$ cat config.mk
export PLATFORM = sky130hd
export DESIGN_NAME = rgb_led_chain_serializer_core
export DESIGN_NICKNAME = d
export VERILOG_FILES = /design/src/rtl/rlcs_pkg.sv /design/src/rtl/rgb_led_chain_serializer_core.sv
export VERILOG_INCLUDE_DIRS = /design/src /design/src/rtl
export SDC_FILE = /design/constraint.sdc
export NUM_CORES = 2
export LEC_CHECK = 0
export BUFFER_PORTS_ARGS = -buffer_cell sky130_fd_sc_hd__buf_2
export CORE_MARGIN = 4
export CORE_UTILIZATION = 39
export CTS_CLUSTER_SIZE = 16
export DETAILED_ROUTE_END_ITERATION = 10
export PLACE_DENSITY_LB_ADDON = 0.2
export SETUP_SLACK_MARGIN = 0.3
export SKIP_CTS_REPAIR_TIMING = 1
export SYNTH_ARGS = -nofsm -noshare
export SYNTH_HDL_FRONTEND = slang
export SYNTH_SLANG_ARGS = --single-unit
$ cat constraint.sdc
create_clock -name clock -period 7.85 [get_ports clock]
set_input_delay 0 -clock clock [delete_from_list [all_inputs] [get_ports clock]]
set_output_delay 0 -clock clock [all_outputs]
set_load 0.05 [all_outputs]
$ cat src/rtl/rgb_led_chain_serializer_core_defines.svh
// Assertion macros shared by the serializer RTL.
`ifndef RGB_LED_CHAIN_SERIALIZER_CORE_DEFINES_SVH
`define RGB_LED_CHAIN_SERIALIZER_CORE_DEFINES_SVH

// Same-cycle implication, disabled during reset.
`define RLCS_ASSERT_NOW(label, clk, rst, ante, cons) \
   label: assert property (@(posedge clk) disable iff (rst) (ante) |-> (cons)) \
      else $error("rlcs assertion failed");

// Next-cycle implication, disabled during reset.
`define RLCS_ASSERT_NEXT(label, clk, rst, ante, cons) \
   label: assert property (@(posedge clk) disable iff (rst) (ante) |=> (cons)) \
      else $error("rlcs assertion failed");

`endif

$ cat src/rtl/rlcs_pkg.sv
`timescale 1ns / 1ps

package rlcs_pkg;

   // Sizes and constants of the LED chain format
   localparam int NUM_LEDS_DEFAULT = 64;
   localparam int COLOR_BITS       = 24;
   localparam int WAIT_MULT        = 45;
   localparam int THIRD_DIV        = 3;
   localparam int IDX_W            = 10;
   localparam int PERIOD_W         = 10;
   localparam int TICK_W           = 16;
   localparam int THIRD_W          = 9;
   localparam int HIGH_W           = 10;
   localparam int BITSEL_W         = 5;

   // Reciprocal of 3 for a 10-bit value: floor(x / 3) = (x * 683) >> 11
   localparam int THIRD_RECIP      = 683;
   localparam int THIRD_SHIFT      = 11;

   localparam logic [PERIOD_W-1:0] PERIOD_RESET = PERIOD_W'(89);
   localparam logic [BITSEL_W-1:0] TOP_BIT      = BITSEL_W'(COLOR_BITS - 1);

   // Op codes
   localparam logic [1:0] OP_TICK  = 2'd0;
   localparam logic [1:0] OP_SET   = 2'd1;
   localparam logic [1:0] OP_START = 2'd2;

   // Line phase
   typedef enum logic [1:0] {
      PH_WAIT = 2'd0,
      PH_IDLE = 2'd1,
      PH_SEND = 2'd2
   } phase_type;

   // Item sequencer
   typedef enum logic [1:0] {
      CT_CLEAR,
      CT_READY,
      CT_EXEC
   } ctrl_type;

   typedef struct packed {
      logic [1:0]       op;
      logic [IDX_W-1:0] pixel_index;
      logic [7:0]       red;
      logic [7:0]       green;
      logic [7:0]       blue;
   } rlcs_req_type;

   typedef struct packed {
      logic line_level;
      logic ready_res;
      logic refused;
   } rlcs_rsp_type;

endpackage

$ cat src/rtl/rgb_led_chain_serializer_core.sv
`timescale 1ns / 1ps
// One-wire LED chain serializer.
// req channel (valid/ready) carries one item: tick, set pixel or start frame.
// rsp channel (valid/ready) returns one result per item: line level, ready flag
// and a refused flag for an index past the end or a start while busy.
// csr_wr_en / csr_wr_data write the bit period; write only while no item is
// in flight.
// Each item has an accept cycle, in which the pixel under the current bit is
// read from the synchronous pixel memory, and an execute cycle,
// in which the state is updated, a set item is written back and the result is
// loaded into the output register. A set item that hits the pixel being read
// is forwarded. A new item is not taken until the current one has executed,
// as set by this single memory read-modify-write.
// After reset a clearing pass writes zero to every pixel, during which
// req_ready stays low; the line then runs its low reset wait on tick items
// before it reports ready.
// When the receiver stalls, the result stays in the output register and the
// next item is held in its execute cycle until the output register drains.
`include "rgb_led_chain_serializer_core_defines.svh"

module rgb_led_chain_serializer_core #(
   parameter int NUM_LEDS = rlcs_pkg::NUM_LEDS_DEFAULT
) (
   input  logic                  clock,
   input  logic                  reset,
   input  logic                  req_valid,
   output logic                  req_ready,
   input  rlcs_pkg::rlcs_req_type req_data,
   output logic                  rsp_valid,
   input  logic                  rsp_ready,
   output rlcs_pkg::rlcs_rsp_type rsp_data,
   input  logic                  csr_wr_en,
   input  logic [rlcs_pkg::PERIOD_W-1:0] csr_wr_data
);

   localparam int PIX_W    = (NUM_LEDS > 1) ? $clog2(NUM_LEDS) : 1;
   localparam int DATA_END = NUM_LEDS * rlcs_pkg::COLOR_BITS;
   localparam int SLOTS    = DATA_END + 3;
   localparam int BP_W     = $clog2(SLOTS);
   localparam logic [PIX_W-1:0]             LAST_PIX   = PIX_W'(NUM_LEDS - 1);
   localparam logic [BP_W:0]                SLOTS_L    = (BP_W + 1)'(SLOTS);
   localparam logic [BP_W-1:0]              DATA_END_L = BP_W'(DATA_END);
   localparam logic [rlcs_pkg::IDX_W:0]     NUM_LEDS_L = (rlcs_pkg::IDX_W + 1)'(NUM_LEDS);

   // Registers
   rlcs_pkg::ctrl_type              ctrl_ff, ctrl_in;
   rlcs_pkg::phase_type             phase_ff, phase_in;
   logic [rlcs_pkg::TICK_W-1:0]     tick_ff, tick_in;
   logic [BP_W-1:0]                 bp_ff, bp_in;
   logic [PIX_W-1:0]                pix_ff, pix_in;
   logic [rlcs_pkg::BITSEL_W-1:0]   bit_ff, bit_in;
   logic [PIX_W-1:0]                clr_ff, clr_in;
   rlcs_pkg::rlcs_req_type          item_ff;
   logic                            rsp_valid_ff, rsp_valid_in;
   rlcs_pkg::rlcs_rsp_type          rsp_data_ff, rsp_data_in;
   logic [rlcs_pkg::PERIOD_W-1:0]   period_ff;
   logic [rlcs_pkg::THIRD_W-1:0]    third_ff;
   logic [rlcs_pkg::TICK_W-1:0]     wait_top_ff;
   logic [rlcs_pkg::COLOR_BITS-1:0] rdata_ff;

   // Pixel memory
   logic [rlcs_pkg::COLOR_BITS-1:0] pixel_mem [NUM_LEDS];
   logic                            mem_we;
   logic [PIX_W-1:0]                mem_waddr;
   logic [rlcs_pkg::COLOR_BITS-1:0] mem_wdata;

   // Execute-cycle helpers
   logic                            do_accept;
   logic                            out_free;
   logic                            idx_ok;
   logic [rlcs_pkg::COLOR_BITS-1:0] new_pixel;
   logic [rlcs_pkg::COLOR_BITS-1:0] pixel_now;
   logic [rlcs_pkg::HIGH_W-1:0]     high_ticks;
   logic                            level_now;
   logic [BP_W:0]                   bp_inc;
   logic [rlcs_pkg::TICK_W:0]       tick_inc;
   logic [rlcs_pkg::PERIOD_W+rlcs_pkg::PERIOD_W-1:0] third_prod;

   assign req_ready = (ctrl_ff == rlcs_pkg::CT_READY);
   assign do_accept = req_valid && req_ready;
   assign out_free  = !rsp_valid_ff || rsp_ready;
   assign rsp_valid = rsp_valid_ff;
   assign rsp_data  = rsp_data_ff;

   // Memory: one write port, one registered read of the pixel under the bit
   always_ff @(posedge clock) begin
      if (mem_we) begin
         pixel_mem[mem_waddr] <= mem_wdata;
      end
      rdata_ff <= pixel_mem[pix_ff];
   end

   // Item capture
   always_ff @(posedge clock) begin
      if (do_accept) begin
         item_ff <= req_data;
      end
   end

   // Configuration; divide by 3 and wait length are worked out at write time
   assign third_prod = (rlcs_pkg::PERIOD_W + rlcs_pkg::PERIOD_W)'(csr_wr_data)
                       * (rlcs_pkg::PERIOD_W + rlcs_pkg::PERIOD_W)'(rlcs_pkg::THIRD_RECIP);

   always_ff @(posedge clock) begin
      if (reset) begin
         period_ff   <= rlcs_pkg::PERIOD_RESET;
         third_ff    <= rlcs_pkg::THIRD_W'(rlcs_pkg::PERIOD_RESET / rlcs_pkg::THIRD_DIV);
         wait_top_ff <= rlcs_pkg::TICK_W'(rlcs_pkg::PERIOD_RESET * rlcs_pkg::WAIT_MULT + 1);
      end else if (csr_wr_en) begin
         period_ff   <= csr_wr_data;
         third_ff    <= rlcs_pkg::THIRD_W'(third_prod >> rlcs_pkg::THIRD_SHIFT);
         wait_top_ff <= rlcs_pkg::TICK_W'(csr_wr_data)
                        * rlcs_pkg::TICK_W'(rlcs_pkg::WAIT_MULT)
                        + rlcs_pkg::TICK_W'(1);
      end
   end

   // State registers
   always_ff @(posedge clock) begin
      if (reset) begin
         ctrl_ff      <= rlcs_pkg::CT_CLEAR;
         phase_ff     <= rlcs_pkg::PH_WAIT;
         tick_ff      <= '0;
         bp_ff        <= '0;
         pix_ff       <= '0;
         bit_ff       <= rlcs_pkg::TOP_BIT;
         clr_ff       <= '0;
         rsp_valid_ff <= 1'b0;
      end else begin
         ctrl_ff      <= ctrl_in;
         phase_ff     <= phase_in;
         tick_ff      <= tick_in;
         bp_ff        <= bp_in;
         pix_ff       <= pix_in;
         bit_ff       <= bit_in;
         clr_ff       <= clr_in;
         rsp_valid_ff <= rsp_valid_in;
      end
   end

   always_ff @(posedge clock) begin
      rsp_data_ff <= rsp_data_in;
   end

   // Pixel value seen by this item, with forwarding of its own write
   assign idx_ok    = ({1'b0, item_ff.pixel_index} < NUM_LEDS_L);
   assign new_pixel = {item_ff.green, item_ff.red, item_ff.blue};
   assign pixel_now = (item_ff.op == rlcs_pkg::OP_SET && idx_ok
                       && item_ff.pixel_index[PIX_W-1:0] == pix_ff) ? new_pixel : rdata_ff;

   // Line level of the current slot and tick
   assign high_ticks = pixel_now[bit_ff] ? {third_ff, 1'b0}
                                         : {1'b0, third_ff};
   assign level_now  = (phase_ff == rlcs_pkg::PH_SEND) && (bp_ff != '0)
                       && (bp_ff <= DATA_END_L)
                       && (tick_ff < rlcs_pkg::TICK_W'(high_ticks));

   assign bp_inc   = {1'b0, bp_ff} + (BP_W + 1)'(1);
   assign tick_inc = {1'b0, tick_ff} + (rlcs_pkg::TICK_W + 1)'(1);

   // Sequencer, line timing and result
   always_comb begin
      ctrl_in      = ctrl_ff;
      phase_in     = phase_ff;
      tick_in      = tick_ff;
      bp_in        = bp_ff;
      pix_in       = pix_ff;
      bit_in       = bit_ff;
      clr_in       = clr_ff;
      rsp_valid_in = rsp_valid_ff && !rsp_ready;
      rsp_data_in  = rsp_data_ff;
      mem_we       = 1'b0;
      mem_waddr    = clr_ff;
      mem_wdata    = '0;

      unique case (ctrl_ff)
         rlcs_pkg::CT_CLEAR: begin
            mem_we = 1'b1;
            clr_in = clr_ff + PIX_W'(1);
            if (clr_ff == LAST_PIX) begin
               clr_in  = '0;
               ctrl_in = rlcs_pkg::CT_READY;
            end
         end
         rlcs_pkg::CT_READY: begin
            if (do_accept) begin
               ctrl_in = rlcs_pkg::CT_EXEC;
            end
         end
         rlcs_pkg::CT_EXEC: begin
            if (out_free) begin
               ctrl_in               = rlcs_pkg::CT_READY;
               rsp_valid_in          = 1'b1;
               rsp_data_in.line_level = level_now;
               rsp_data_in.refused   = 1'b0;
               unique case (item_ff.op)
                  rlcs_pkg::OP_TICK: begin
                     if (phase_ff == rlcs_pkg::PH_SEND) begin
                        if (tick_ff >= rlcs_pkg::TICK_W'(period_ff)) begin
                           tick_in = '0;
                           bp_in   = bp_inc[BP_W-1:0];
                           if (bp_ff == '0) begin
                              pix_in = '0;
                              bit_in = rlcs_pkg::TOP_BIT;
                           end else if (bit_ff == '0) begin
                              bit_in = rlcs_pkg::TOP_BIT;
                              if (pix_ff != LAST_PIX) begin
                                 pix_in = pix_ff + PIX_W'(1);
                              end
                           end else begin
                              bit_in = bit_ff - rlcs_pkg::BITSEL_W'(1);
                           end
                           if (bp_inc >= SLOTS_L) begin
                              bp_in    = '0;
                              phase_in = rlcs_pkg::PH_WAIT;
                           end
                        end else begin
                           tick_in = tick_inc[rlcs_pkg::TICK_W-1:0];
                        end
                     end else if (phase_ff == rlcs_pkg::PH_WAIT) begin
                        tick_in = tick_inc[rlcs_pkg::TICK_W-1:0];
                        if (tick_inc >= {1'b0, wait_top_ff}) begin
                           tick_in  = '0;
                           phase_in = rlcs_pkg::PH_IDLE;
                        end
                     end
                  end
                  rlcs_pkg::OP_SET: begin
                     if (idx_ok) begin
                        mem_we    = 1'b1;
                        mem_waddr = item_ff.pixel_index[PIX_W-1:0];
                        mem_wdata = new_pixel;
                     end else begin
                        rsp_data_in.refused = 1'b1;
                     end
                  end
                  rlcs_pkg::OP_START: begin
                     if (phase_ff == rlcs_pkg::PH_IDLE) begin
                        phase_in               = rlcs_pkg::PH_SEND;
                        tick_in                = '0;
                        bp_in                  = '0;
                        pix_in                 = '0;
                        bit_in                 = rlcs_pkg::TOP_BIT;
                        rsp_data_in.line_level = 1'b0;
                     end else begin
                        rsp_data_in.refused = 1'b1;
                     end
                  end
                  default: begin
                     // unused op code: no change
                  end
               endcase
               rsp_data_in.ready_res = (phase_in == rlcs_pkg::PH_IDLE);
            end
         end
         default: begin
            ctrl_in = rlcs_pkg::CT_CLEAR;
         end
      endcase
   end

   // Checks
   `RLCS_ASSERT_NEXT(a_accept_exec, clock, reset, do_accept, ctrl_ff == rlcs_pkg::CT_EXEC)
   `RLCS_ASSERT_NEXT(a_stall_holds, clock, reset,
      ctrl_ff == rlcs_pkg::CT_EXEC && rsp_valid_ff && !rsp_ready,
      ctrl_ff == rlcs_pkg::CT_EXEC && rsp_valid_ff)
   `RLCS_ASSERT_NOW(a_write_source, clock, reset, mem_we,
      ctrl_ff == rlcs_pkg::CT_CLEAR
      || (ctrl_ff == rlcs_pkg::CT_EXEC && item_ff.op == rlcs_pkg::OP_SET))
   `RLCS_ASSERT_NOW(a_slot_range, clock, reset, phase_ff == rlcs_pkg::PH_SEND,
      ({1'b0, bp_ff} < SLOTS_L) && (bit_ff <= rlcs_pkg::TOP_BIT))

endmodule
==> results.md <==
* CP required at 8.26 ns
* Vias in the first global route at ~34,000
* Diode count at 0
* Final net count at between 3,000 and 4,000
* Top_reg_cell synth: edfxtp_1
* Slew @ Worst Pin at 1.250 ns
* Initial Utilization at 39.29%
* Hold crit path type: input pin to flip-flop
* LEAKAGE at 27.32 nW
* Setup TNS at 0 ns
* Floorplan core area at 174,200 um2
* DR iter-0 viols at around 3,600
* CP Data Arrival Time at 5.33 ns
* Die area at 182,300 um2
* Area Growth Syn to Fin at 14.98%
* Grt total ovfl at 0
* R2r setup slk at just under 3 ns
* Status: finished clean
* All-Layer GR Usage at 19.52%
* Post-synthesis area per instance at 20.67 um2
* Sequential area share after synthesis at 72.25%
* Clk slew on worst S/H paths at 0.06 ns
* Rows at 153
* Max_slew headroom at about 16%
* Post-Syn Nets at about 3,500
* #FFs+latches synth at around 1,700
* Number of I/O pins at 56
* Drt total wl at 177.9 mm
* Port Buffer Count at 55
* Placed insts at 5,600
* Tmin final at between 4 and 5 ns
* Max stage delay on crit path at 0.89 ns
* Final setup viols at 0
* Worst vdd ir at around 0.19 mV
* Post-Syn Instances at 3,312
* Most common cell after layout, fill and taps aside: edfxtp_1
* Total CTS buffers at 176
* Clock sink total at 1,683
* Clock Path Buffers at 3
* Layout Skew at 0.03075 ns
* Max Fclk at 203.5 MHz
* Most frequent cells in the layout: edfxtp_1 (1,575), mux4_2 (513), clkbuf_16 (180), ha_1 (126), inv_1 (113)
* CTS tree: yes
* Vias per inst at 5.592
* Power per cell area at 241.6 nW/um2
* WL per Instance at 29.54 um
* RePlAce Congestion at 0.8209
* Crit path top cell by count: nand2b_1
* Tot Pwr at 19.01 mW
* Global-route wire length before repair at 252.6 mm
* Post-route ant nets at 0
* Share of cells above drive strength 1 at a little over a quarter
* CTS H-tree lvls at 4
* Yosys warns at 0
* DRC at 0
* CP Launch Type: flip-flop
* Die width at 426.9 um
* CP endpoint kind: flip-flop
* Die Ht at 426.9 um
* Vias at about 34,000
* DRT Pass-1 Iters at 8
* Clock Latency Late Sink at 0.82 ns
* Cell Count, Final, Fillers Out at 6,021
* Fin. Hold Viols at 0
* Largest net degree at the start of global routing at 151
* Initial antenna violation count at 4
* Fin crit share at between 60 and 70%
* Ys async rst share at 0%
* Mapped cell area at 68,450 um2
* Root Buffer: clkbuf_16
* Critical path's slowest cell: nor2_4
* Netlist cell types at 84
* FILL cells at 14,700
* Post-synth EDFFs at 1,575
* Max-cap violation count at 0
* Max Transition Viols Final at 0
* Post-DP HPWL at 103.2 mm
* CP Cell Sequence: nor4_2, and3_2, mux2i_1, nand2b_1, nand2b_1, nor2_4
* CP max FO at 44
* Critical path class: flip-flop to flip-flop
* RSZ-0062 raised after global routing: false
-- flip-flops by register name, summed over array words and instances, names as in the netlist --
name         count
clr_ff           6
pixel_mem     1536
period_ff       10
ctrl_ff          2
tick_ff         16
item_ff         36
wait_top_ff     16
bit_ff           5
phase_ff         2
third_ff         9
rsp_valid        1
rsp_data         3
pix_ff           6
bp_ff           11
rdata_ff        24
-- layout make-up --
cell class / count / area [um2] / share of cell area, %
clock inverters: 92 / 1008 / 1.281
well taps: 2325 / 2909 / 3.696
repair buffers: 213 / 1749 / 2.223
flip-flops and latches: 1683 / 49480 / 62.86
clock buffers: 229 / 4688 / 5.957
multi-input cells: 1364 / 18440 / 23.43
inverters: 115 / 431.7 / 0.5485
-- per-stage QoR --
step | hold WS, ns | worst slack, ns | util, % | instance area (um2)
after floorplan | 0.09887 | 3.434 | - | 68450
after global placement | 0.1760 | 2.765 | 41.33 | 72000
after CTS | -0.7098 | 2.900 | 44.60 | 77700
final | 0.03381 | 2.936 | 45.18 | 78700
after detailed placement | 0.1781 | 2.755 | 41.33 | 72000
after global routing | 0.007036 | 2.563 | 45.18 | 78700
-- logic make-up after synthesis --
family                     Yosys count  share of synthesized area (%)
AOI/OAI and AO/OA                  211                          2.009
buffers and inverters              265                          1.557
DFF                               1683                          72.25
xor gates and xnor gates            43                         0.5502
adders and majority gates          161                          3.327
and+or+nand+nor                    411                          3.056
muxes                              538                          17.25
-- synth_stat cells, drive strengths merged (4+ instances only) --
master / number / area, um2
nand2: 78 / 300.3
a2111oi: 5 / 45.04
and4: 4 / 35.03
ha: 126 / 1577
or2: 5 / 31.28
o21ai: 52 / 267.8
nor2: 145 / 568.0
and3: 17 / 106.4
xor2: 21 / 183.9
a21o: 9 / 75.07
nand4: 10 / 62.56
nor3: 30 / 171.4
o22ai: 4 / 25.02
o211ai: 12 / 90.09
mux4: 513 / 11550
and2: 28 / 175.2
or4: 5 / 37.54
o21bai: 4 / 30.03
a21oi: 56 / 280.3
a31oi: 7 / 43.79
nand2b: 14 / 95.09
dfxtp: 108 / 2162
buf: 62 / 304.0
clkbuf: 88 / 330.3
nand3b: 13 / 97.59
nor2b: 11 / 68.82
inv: 114 / 427.9
edfxtp: 1575 / 47300
a211oi: 8 / 60.06
xnor2: 22 / 192.7
nand3: 33 / 170.2
o31ai: 9 / 67.56
o21a: 8 / 60.06
mux2i: 23 / 230.2
a22oi: 8 / 60.06
fa: 35 / 700.7
nor4: 6 / 58.80
-- worst paths after layout --
check | start | endpoint | depth (start not counted)
setup / recovery | item_ff[32] | pixel_mem[16][1] | 6
hold / removal | req_data[27] | item_ff[27] | 2
hold reg to reg | wait_top_ff[8] | wait_top_ff[8] | 2
setup reg to reg | item_ff[32] | pixel_mem[16][1] | 6
-- worst max-delay path, delay by kind of cell (launching register included) --
family           cells  cell delay (ns)
and+or+nand+nor      5             3.40
DFF                  1             0.37
muxes                1             0.69
-- power breakdown --
group	total, mW	internal [mW]	leakage, nW	switching [mW]
logic	0.912	0.388	6.70	0.524
registers	9.81	9.76	17.9	0.0491
clock network	8.29	4.84	2.75	3.45
-- layer usage --
metal  GRT usage [%]  part of all wire (%)
met3           3.086                   5.2
met1           27.41                    43
met4           5.575                   2.7
met2           31.73                    49
met5               0                     0
(Power assumes the default switching activity.)
